## config.mk

```make
export PLATFORM = sky130hd
export DESIGN_NAME = stream_word_replace_unit
export DESIGN_NICKNAME = d
export VERILOG_FILES = /design/src/sv/swr_pkg.sv /design/src/sv/stream_word_replace_unit.sv
export SDC_FILE = /design/constraint.sdc
export NUM_CORES = 1
export LEC_CHECK = 0
export BUFFER_PORTS_ARGS = -buffer_cell sky130_fd_sc_hd__buf_2
export CORE_ASPECT_RATIO = 0.5
export CORE_MARGIN = 2
export CORE_UTILIZATION = 55
export CTS_CLUSTER_DIAMETER = 40
export DETAILED_ROUTE_END_ITERATION = 6
export PLACE_DENSITY = 0.83
export SYNTH_ARGS = -nofsm -noshare
export SYNTH_HDL_FRONTEND = slang
export SYNTH_SLANG_ARGS = --single-unit
```

## constraint.sdc

```tcl
create_clock -name i_clk -period 5.2 [get_ports i_clk]
set_clock_uncertainty 0.2 [all_clocks]
set_input_delay 0.52 -clock i_clk [delete_from_list [all_inputs] [get_ports i_clk]]
set_output_delay 0.52 -clock i_clk [all_outputs]
set_load 0.01 [all_outputs]
```

## src/sv/swr_pkg.sv

```systemverilog
// Package for the stream word replace unit: word size, register indexes,
// sequencer states and helpers for word bytes and effective lengths.
// No dependencies.
`default_nettype none

package swr_pkg;

    localparam int MAX_WORD  = 16;
    localparam int LEN_W     = $clog2(MAX_WORD + 1);
    localparam int IDX_W     = $clog2(MAX_WORD);
    localparam int CFG_ADR_W = 3;
    localparam int CFG_DAT_W = 64;

    localparam logic [7:0] LINE_BREAK = 8'd10;

    localparam logic [CFG_ADR_W-1:0] REG_FIND_LO = 3'd0;
    localparam logic [CFG_ADR_W-1:0] REG_FIND_HI = 3'd1;
    localparam logic [CFG_ADR_W-1:0] REG_FIND_LEN = 3'd2;
    localparam logic [CFG_ADR_W-1:0] REG_REPL_LO = 3'd3;
    localparam logic [CFG_ADR_W-1:0] REG_REPL_HI = 3'd4;
    localparam logic [CFG_ADR_W-1:0] REG_REPL_LEN = 3'd5;

    typedef logic [7:0] t_word [MAX_WORD];

    typedef enum logic [2:0] {
        ST_IDLE,
        ST_CHECK,
        ST_REPL,
        ST_FLUSH,
        ST_NL,
        ST_FIN
    } t_state;

    // Split the two 64-bit halves into bytes, byte zero lowest.
    function automatic t_word split_word(input logic [63:0] lo, input logic [63:0] hi);
        t_word w;
        for (int j = 0; j < MAX_WORD; j++) begin
            if (j < 8) begin
                w[j] = lo[(j % 8) * 8 +: 8];
            end else if (j < 16) begin
                w[j] = hi[(j % 8) * 8 +: 8];
            end else begin
                w[j] = 8'd0;
            end
        end
        return w;
    endfunction

    // Zero reads as one, anything above the word size saturates.
    function automatic logic [LEN_W-1:0] eff_find_len(input logic [4:0] l);
        logic [LEN_W-1:0] r;
        if (l == 5'd0) begin
            r = LEN_W'(1);
        end else if (32'(l) > MAX_WORD) begin
            r = LEN_W'(MAX_WORD);
        end else begin
            r = LEN_W'(l);
        end
        return r;
    endfunction

    function automatic logic [LEN_W-1:0] eff_repl_len(input logic [4:0] l);
        logic [LEN_W-1:0] r;
        if (32'(l) > MAX_WORD) begin
            r = LEN_W'(MAX_WORD);
        end else begin
            r = LEN_W'(l);
        end
        return r;
    endfunction

endpackage

`default_nettype wire

```

## src/sv/stream_word_replace_unit.sv

```systemverilog
// Stream word replace unit: top level, byte sequencer, shared match compare,
// output stage and configuration registers. Depends on swr_pkg.
//
// Text enters on the s_axis channel one byte per word; tlast marks end of
// text, which flushes held bytes and ignores tdata. Edited text leaves on
// m_axis one byte per word; tlast marks the final byte caused by an input
// word. An input word that causes nothing (held bytes of a partial match,
// or end of text with nothing held) produces no output word.
// The configuration port writes the find word, replacement word and their
// lengths by index; write only while the block is idle.
// One input word at a time: s_axis_tready is high only when the sequencer is
// idle. A plain byte is accepted, compared once and closed out. Each byte
// released on a mismatch adds a compare pass of the shared 16-byte compare
// unit, and each replacement or flushed byte adds a step of its own.
// Emitted bytes pass through a one-byte holding slot so the last flag is
// known, then an output register. A stalled receiver holds the sequencer
// once both the slot and the output register are full. Reset clears the
// held-byte count, the registers to their defaults and both output stages;
// no clearing pass.
`default_nettype none

module stream_word_replace_unit (
    input  wire                         i_clk,
    input  wire                         i_rst_n,
    input  wire                         s_axis_tvalid,
    output logic                        s_axis_tready,
    input  wire  [7:0]                  s_axis_tdata,   // [7:0] text_byte
    input  wire                         s_axis_tlast,   // end_of_text
    output logic                        m_axis_tvalid,
    input  wire                         m_axis_tready,
    output logic [7:0]                  m_axis_tdata,   // [7:0] out_byte
    output logic                        m_axis_tlast,   // last_of_run
    input  wire                         i_cfg_we,
    input  wire  [swr_pkg::CFG_ADR_W-1:0] i_cfg_addr,
    input  wire  [swr_pkg::CFG_DAT_W-1:0] i_cfg_wdata
);

    import swr_pkg::*;

    t_state r_state, n_state;

    logic [63:0] r_find_lo, r_find_hi, r_repl_lo, r_repl_hi;
    logic [4:0]  r_find_len, r_repl_len;

    logic [7:0]       r_buf [MAX_WORD];
    logic [7:0]       n_buf [MAX_WORD];
    logic [LEN_W-1:0] r_cnt, n_cnt;
    logic             r_first, n_first;
    logic             r_nl, n_nl;
    logic [IDX_W-1:0] r_idx, n_idx;

    logic       r_pnd_vld, n_pnd_vld;
    logic [7:0] r_pnd_byte, n_pnd_byte;
    logic       r_out_vld, n_out_vld;
    logic [7:0] r_out_byte, n_out_byte;
    logic       r_out_last, n_out_last;

    t_word            fw, rw;
    logic [LEN_W-1:0] flen, rlen, limit;
    logic             all_eq, match_ok;
    logic             out_free, emit_ok, emit, close;
    logic [7:0]       emit_byte;
    logic             shift;

    assign fw   = split_word(r_find_lo, r_find_hi);
    assign rw   = split_word(r_repl_lo, r_repl_hi);
    assign flen = eff_find_len(r_find_len);
    assign rlen = eff_repl_len(r_repl_len);

    // Shared compare: buffered bytes against the head of the find word.
    always_comb begin
        all_eq = 1'b1;
        for (int j = 0; j < MAX_WORD; j++) begin
            if ((LEN_W'(j) < r_cnt) && (r_buf[j] != fw[j])) begin
                all_eq = 1'b0;
            end
        end
    end

    assign limit    = r_first ? flen : flen - LEN_W'(1);
    assign match_ok = (r_cnt <= limit) && all_eq;

    assign out_free      = !r_out_vld || m_axis_tready;
    assign emit_ok       = !r_pnd_vld || out_free;
    assign s_axis_tready = (r_state == ST_IDLE);

    always_comb begin
        n_state   = r_state;
        n_cnt     = r_cnt;
        n_first   = r_first;
        n_nl      = r_nl;
        n_idx     = r_idx;
        n_buf     = r_buf;
        emit      = 1'b0;
        emit_byte = r_buf[0];
        close     = 1'b0;
        shift     = 1'b0;

        case (r_state)
            ST_IDLE: begin
                if (s_axis_tvalid) begin
                    if (s_axis_tlast) begin
                        n_nl    = 1'b0;
                        n_state = ST_FLUSH;
                    end else if (s_axis_tdata == LINE_BREAK) begin
                        n_nl    = 1'b1;
                        n_state = ST_FLUSH;
                    end else begin
                        n_buf[r_cnt[IDX_W-1:0]] = s_axis_tdata;
                        n_cnt   = r_cnt + LEN_W'(1);
                        n_first = 1'b1;
                        n_state = ST_CHECK;
                    end
                end
            end
            ST_CHECK: begin
                if (match_ok) begin
                    if (r_cnt == flen) begin
                        n_cnt   = '0;
                        n_idx   = '0;
                        n_state = (rlen == '0) ? ST_FIN : ST_REPL;
                    end else begin
                        n_state = ST_FIN;
                    end
                end else if (emit_ok) begin
                    // release the head byte, retry one position later
                    emit    = 1'b1;
                    shift   = 1'b1;
                    n_cnt   = r_cnt - LEN_W'(1);
                    n_first = 1'b0;
                end
            end
            ST_REPL: begin
                emit_byte = rw[r_idx];
                if (emit_ok) begin
                    emit  = 1'b1;
                    n_idx = r_idx + IDX_W'(1);
                    if ({1'b0, r_idx} == rlen - LEN_W'(1)) begin
                        n_state = ST_FIN;
                    end
                end
            end
            ST_FLUSH: begin
                if (r_cnt == '0) begin
                    n_state = r_nl ? ST_NL : ST_FIN;
                end else if (emit_ok) begin
                    emit  = 1'b1;
                    shift = 1'b1;
                    n_cnt = r_cnt - LEN_W'(1);
                end
            end
            ST_NL: begin
                emit_byte = LINE_BREAK;
                if (emit_ok) begin
                    emit    = 1'b1;
                    n_state = ST_FIN;
                end
            end
            ST_FIN: begin
                // push the held-back byte with the last flag set
                if (!r_pnd_vld) begin
                    n_state = ST_IDLE;
                end else if (out_free) begin
                    close   = 1'b1;
                    n_state = ST_IDLE;
                end
            end
            default: begin
                n_state = ST_IDLE;
            end
        endcase

        if (shift) begin
            for (int j = 0; j < MAX_WORD - 1; j++) begin
                n_buf[j] = r_buf[j + 1];
            end
        end
    end

    // Holding slot and output register.
    always_comb begin
        n_pnd_vld  = r_pnd_vld;
        n_pnd_byte = r_pnd_byte;
        n_out_vld  = r_out_vld && !m_axis_tready;
        n_out_byte = r_out_byte;
        n_out_last = r_out_last;
        if (emit) begin
            if (r_pnd_vld) begin
                n_out_vld  = 1'b1;
                n_out_byte = r_pnd_byte;
                n_out_last = 1'b0;
            end
            n_pnd_vld  = 1'b1;
            n_pnd_byte = emit_byte;
        end else if (close) begin
            n_out_vld  = 1'b1;
            n_out_byte = r_pnd_byte;
            n_out_last = 1'b1;
            n_pnd_vld  = 1'b0;
        end
    end

    assign m_axis_tvalid = r_out_vld;
    assign m_axis_tdata  = r_out_byte;
    assign m_axis_tlast  = r_out_last;

    always_ff @(posedge i_clk) begin
        if (!i_rst_n) begin
            r_state   <= ST_IDLE;
            r_cnt     <= '0;
            r_first   <= 1'b0;
            r_nl      <= 1'b0;
            r_idx     <= '0;
            r_pnd_vld <= 1'b0;
            r_out_vld <= 1'b0;
        end else begin
            r_state   <= n_state;
            r_cnt     <= n_cnt;
            r_first   <= n_first;
            r_nl      <= n_nl;
            r_idx     <= n_idx;
            r_pnd_vld <= n_pnd_vld;
            r_out_vld <= n_out_vld;
        end
    end

    always_ff @(posedge i_clk) begin
        r_buf      <= n_buf;
        r_pnd_byte <= n_pnd_byte;
        r_out_byte <= n_out_byte;
        r_out_last <= n_out_last;
    end

    always_ff @(posedge i_clk) begin
        if (!i_rst_n) begin
            r_find_lo  <= '0;
            r_find_hi  <= '0;
            r_find_len <= 5'd1;
            r_repl_lo  <= '0;
            r_repl_hi  <= '0;
            r_repl_len <= 5'd1;
        end else if (i_cfg_we) begin
            case (i_cfg_addr)
                REG_FIND_LO:  r_find_lo  <= i_cfg_wdata;
                REG_FIND_HI:  r_find_hi  <= i_cfg_wdata;
                REG_FIND_LEN: r_find_len <= i_cfg_wdata[4:0];
                REG_REPL_LO:  r_repl_lo  <= i_cfg_wdata;
                REG_REPL_HI:  r_repl_hi  <= i_cfg_wdata;
                REG_REPL_LEN: r_repl_len <= i_cfg_wdata[4:0];
                default: begin
                end
            endcase
        end
    end

endmodule

`default_nettype wire

```

==> metrics.md <==
| Metric | Value |
|---|---|
| Clk buf depth | 3 |
| Pins over their slew limit | 0 |
| Largest net degree at the start of global routing | 160 |
| Die footprint | 36380 um2 |
| Routed via count | 15470 |
| Iter 0 DRT Violations | 2161 |
| Post-cts sizing count | 0 |
| Post-DP HPWL | 37.33 mm |
| Min-Delay Path Class | input pin to flip-flop |
| Pwr dens | 517.4 nW/um2 |
| Maximum VDD drop | 336.9 uV |
| CP Launch Type | flip-flop |
| Crit path from | r_find_len[2] |
| Leakage | 7.580 nW |
| Worst Tran Pin Value | 1.112 ns |
| Post-synthesis mux area share | 5.455% |
| Post-synth ARST share | 0% |
| Slew headroom | 25.70% |
| CTS tree | built |
| Initial antenna violation count | 3 |
| Syn Inst Count | 1999 |
| Final Cell Area | 21160 um2 |
| Synth Area in Compound Gates | 16.01% |
| Post-Synth Adder-Cell Area | 0.9158% |
| Max-cap check violation count | 0 |
| Root Buffer | clkbuf_16 |
| Vias in the first global route | 14150 |
| Fin crit period | 4.359 ns |
| Critical R2R Capture | r_buf[11] |
| Arr. time, crit path | 4.38 ns |
| Final weighted congestion in routability-driven placement | 0.9859 |
| R2r setup slk | 0.84 ns |
| Reg clk slew, reported paths | 0.07 ns |
| Gr usage total | 29.55% |
| Synth Warn # | 0 |
| Hold endpoint | r_find_hi[31] |
| Largest family of logic cells by synthesized area | compound AO/OA/AOI/OAI gates |
| DRC viols | 0 |
| Outcome | finished clean |
| Max Fclk | 229.4 MHz |
| Synth Area in Simple Gates | 15.64% |
| CTS buffer count | 40 |
| IO buf count | 91 |
| Maximum fanout along the worst path | 105 |
| Clock Latency Late Sink | 0.55 ns |
| Area Overhead vs Synth | 10.61% |
| Final hold vios | 0 |
| Post-Syn Nets | 2094 |
| Setup_tns | 0 ns |
| Detail Route Antenna Nets | 0 |
| Hold Path Depth | 3 |
| RSZ-0062 raised after global routing | false |
| Pre-antenna DRT Iters | 7 |
| Total Wirelength | 54.40 mm |
| Number of enable flip-flop cells after synthesis | 145 |
| Sequential share of the synthesized area | 52.28% |
| # IOs | 92 |
| Period utilization | 83.83% |
| Die X | 267.7 um |
| Final Net Count | 2108 |
| Avg Inst Size Synth | 9.569 um2 |
| WL per Instance | 21.59 um |
| XOR/XNOR share of the synthesized area | 6.319% |
| Critical Path RT | 5.22 ns |
| Global-route wire length before repair | 80.86 mm |
| Reg-to-Reg Start | r_find_len[2] |
| Core box area | 34350 um2 |
| Hold Startpoint | i_cfg_wdata[31] |
| H-Tree Depth | 2 |
| Post-synth top flop | dfxtp_1 |
| Register-to-Register Path Depth | 14 |
| Count of cell types in the netlist | 61 |
| Final setup fails | 0 |
| Via/cell ratio | 6.138 |
| Layout cells sized above 1 | 12.52% |
| Synthesized area | 19130 um2 |
| Area after DPL | 19820 um2 |
| TritonCTS Sinks | 427 |
| Critical path type | flip-flop to flip-flop |
| Seq cells post-synth | 427 |
| Crit. End Element | flip-flop |
| Die height | 135.9 um |
| Total grt overflow | 0 |
| Number of core rows | 48 |
| Starting Density | 55.68% |
## final cells by class
class	instances	area [um2]
Antenna cell	1	2.502
Clock buffer	54	1156
Clock inverter	19	171.4
Fill cell	2742	13200
Inverter	12	52.55
Multi-Input combinational cell	1414	8519
Sequential cell	427	10000
Tap cell	475	594.3
Timing Repair Buffer	118	660.6
## stage by stage
step,power [mW],worst slack [ns],hold WS (ns),instances,utilization (%)
floorplan,7.144,1.226,0.2003,1999,-
global placement,7.841,1.008,0.2054,2445,57.65
detailed placement,7.926,0.9489,0.2045,2445,57.69
CTS,10.86,0.9269,0.02039,2519,61.58
global route,11.37,0.5401,0.03344,2520,61.59
finish,10.95,0.8411,0.03443,2520,61.59
## kinds of logic after synthesis
kind of cell,after synthesis
multiplexers,54
adder cells (fa/ha/maj),14
XOR/XNOR,138
buffers and inverters,158
AO/OA/AOI/OAI,487
flip-flops,427
AND/OR/NAND/NOR,721
## per-layer routing
layer,track usage (%),routed length [um],share of wire [%]
met1,39.27,20920,38
met2,46.37,23970,44
met3,7.879,6915,13
met4,11.76,2598,4.8
met5,0,0,0
## sequential cells by signal (all words and copies together) (netlist names)
name and flops:
m_axis_tdata 8, m_axis_tlast 1, m_axis_tvalid 1, r_buf 128, r_cnt 5, r_find_hi 64
r_find_len 5, r_find_lo 64, r_first 1, r_idx 4, r_nl 1, r_pnd_byte 8
r_pnd_vld 1, r_repl_hi 64, r_repl_len 5, r_repl_lo 64, r_state 3
## worst max-delay path, stage by stage, from the launching register on
cell and delay, ns:
dfxtp_1 0.46, nor3_1 0.08, o21ai_0 0.40, ha_1 0.32, nor2_1 0.08, a31oi_1 0.05, ha_1 0.30, nor2b_1 0.13
o21a_1 0.11, o21ai_0 0.07, a21oi_1 0.20, nor3_2 0.11, nand3_2 0.15, and3_4 0.88, or2_1 0.41
## worst max path at each step
stage	to	cells past startpoint
floorplan	m_axis_tdata[0]	16
global placement	r_buf[14]	14
detailed placement	r_buf[14]	14
CTS	r_buf[12]	14
global route	r_buf[10]	14
finish	r_buf[11]	14
## cells in the final DEF, fill, tap and decap left out, types with 4 or more instances in the layout
| cell type | Yosys | layout |
|---|---|---|
| dfxtp_1 | 282 | 281 |
| nand3_1 | 9 | 7 |
| xor2_1 | 100 | 100 |
| nor4_1 | 24 | 24 |
| o22a_1 | 4 | 4 |
| clkbuf_8 | 0 | 6 |
| nor2b_1 | 7 | 7 |
| nand2_1 | 561 | 559 |
| inv_1 | 12 | 11 |
| mux2i_1 | 12 | 12 |
| clkbuf_1 | 127 | 6 |
| clkinv_2 | 0 | 7 |
| nand2b_1 | 6 | 6 |
| buf_4 | 0 | 26 |
| a31oi_1 | 6 | 6 |
| and3_1 | 9 | 6 |
| a22oi_1 | 7 | 7 |
| buf_2 | 1 | 91 |
| a22o_1 | 121 | 121 |
| nor2_1 | 50 | 50 |
| clkinv_1 | 0 | 4 |
| o211ai_1 | 4 | 4 |
| mux4_2 | 40 | 40 |
| o21ai_0 | 19 | 19 |
| nor3_1 | 9 | 9 |
| a21oi_1 | 288 | 288 |
| or2_2 | 14 | 14 |
| edfxtp_1 | 145 | 145 |
| xnor2_1 | 38 | 38 |
| clkbuf_16 | 0 | 42 |
| nand4_1 | 13 | 13 |
| o22ai_1 | 7 | 7 |
| ha_1 | 14 | 14 |
## synthesized netlist by cell type (all sizes together) (5+ instances only)
library cell  number  share of area, %
a31oi              6              0.20
o22ai              7              0.23
a22oi              7              0.27
nand3             10              0.29
nor4              26              0.92
or2               17              0.56
xor2             100               4.6
and3               9              0.29
ha                14              0.92
nand2            561                11
edfxtp           145                23
mux2i             12              0.63
mux4              40               4.7
nor2b              7              0.23
dfxtp            282                30
a22o             121               5.5
and2               5              0.16
nand4             13              0.43
buf               19              0.65
inv               12              0.24
nor3              10              0.29
nand2b             6              0.20
clkbuf           127               2.5
xnor2             38               1.7
nor2              50              0.98
a21oi            288               7.5
o21ai             19              0.50
## power breakdown
group          internal [mW]  leakage [nW]  switching (mW)
clock                   1.68         0.656            1.28
combinational           1.19          3.25            1.64
sequential              4.47          3.68           0.695
total                   7.33          7.58            3.62
## what timing repair did
action / in CTS / in global routing
endpoints found under the setup margin: 0 / 0
endpoints found under the hold margin: 1 / 0
setup buffers: 0 / 0
hold buffers: 1 / 0
(Power assumes the default switching activity.)
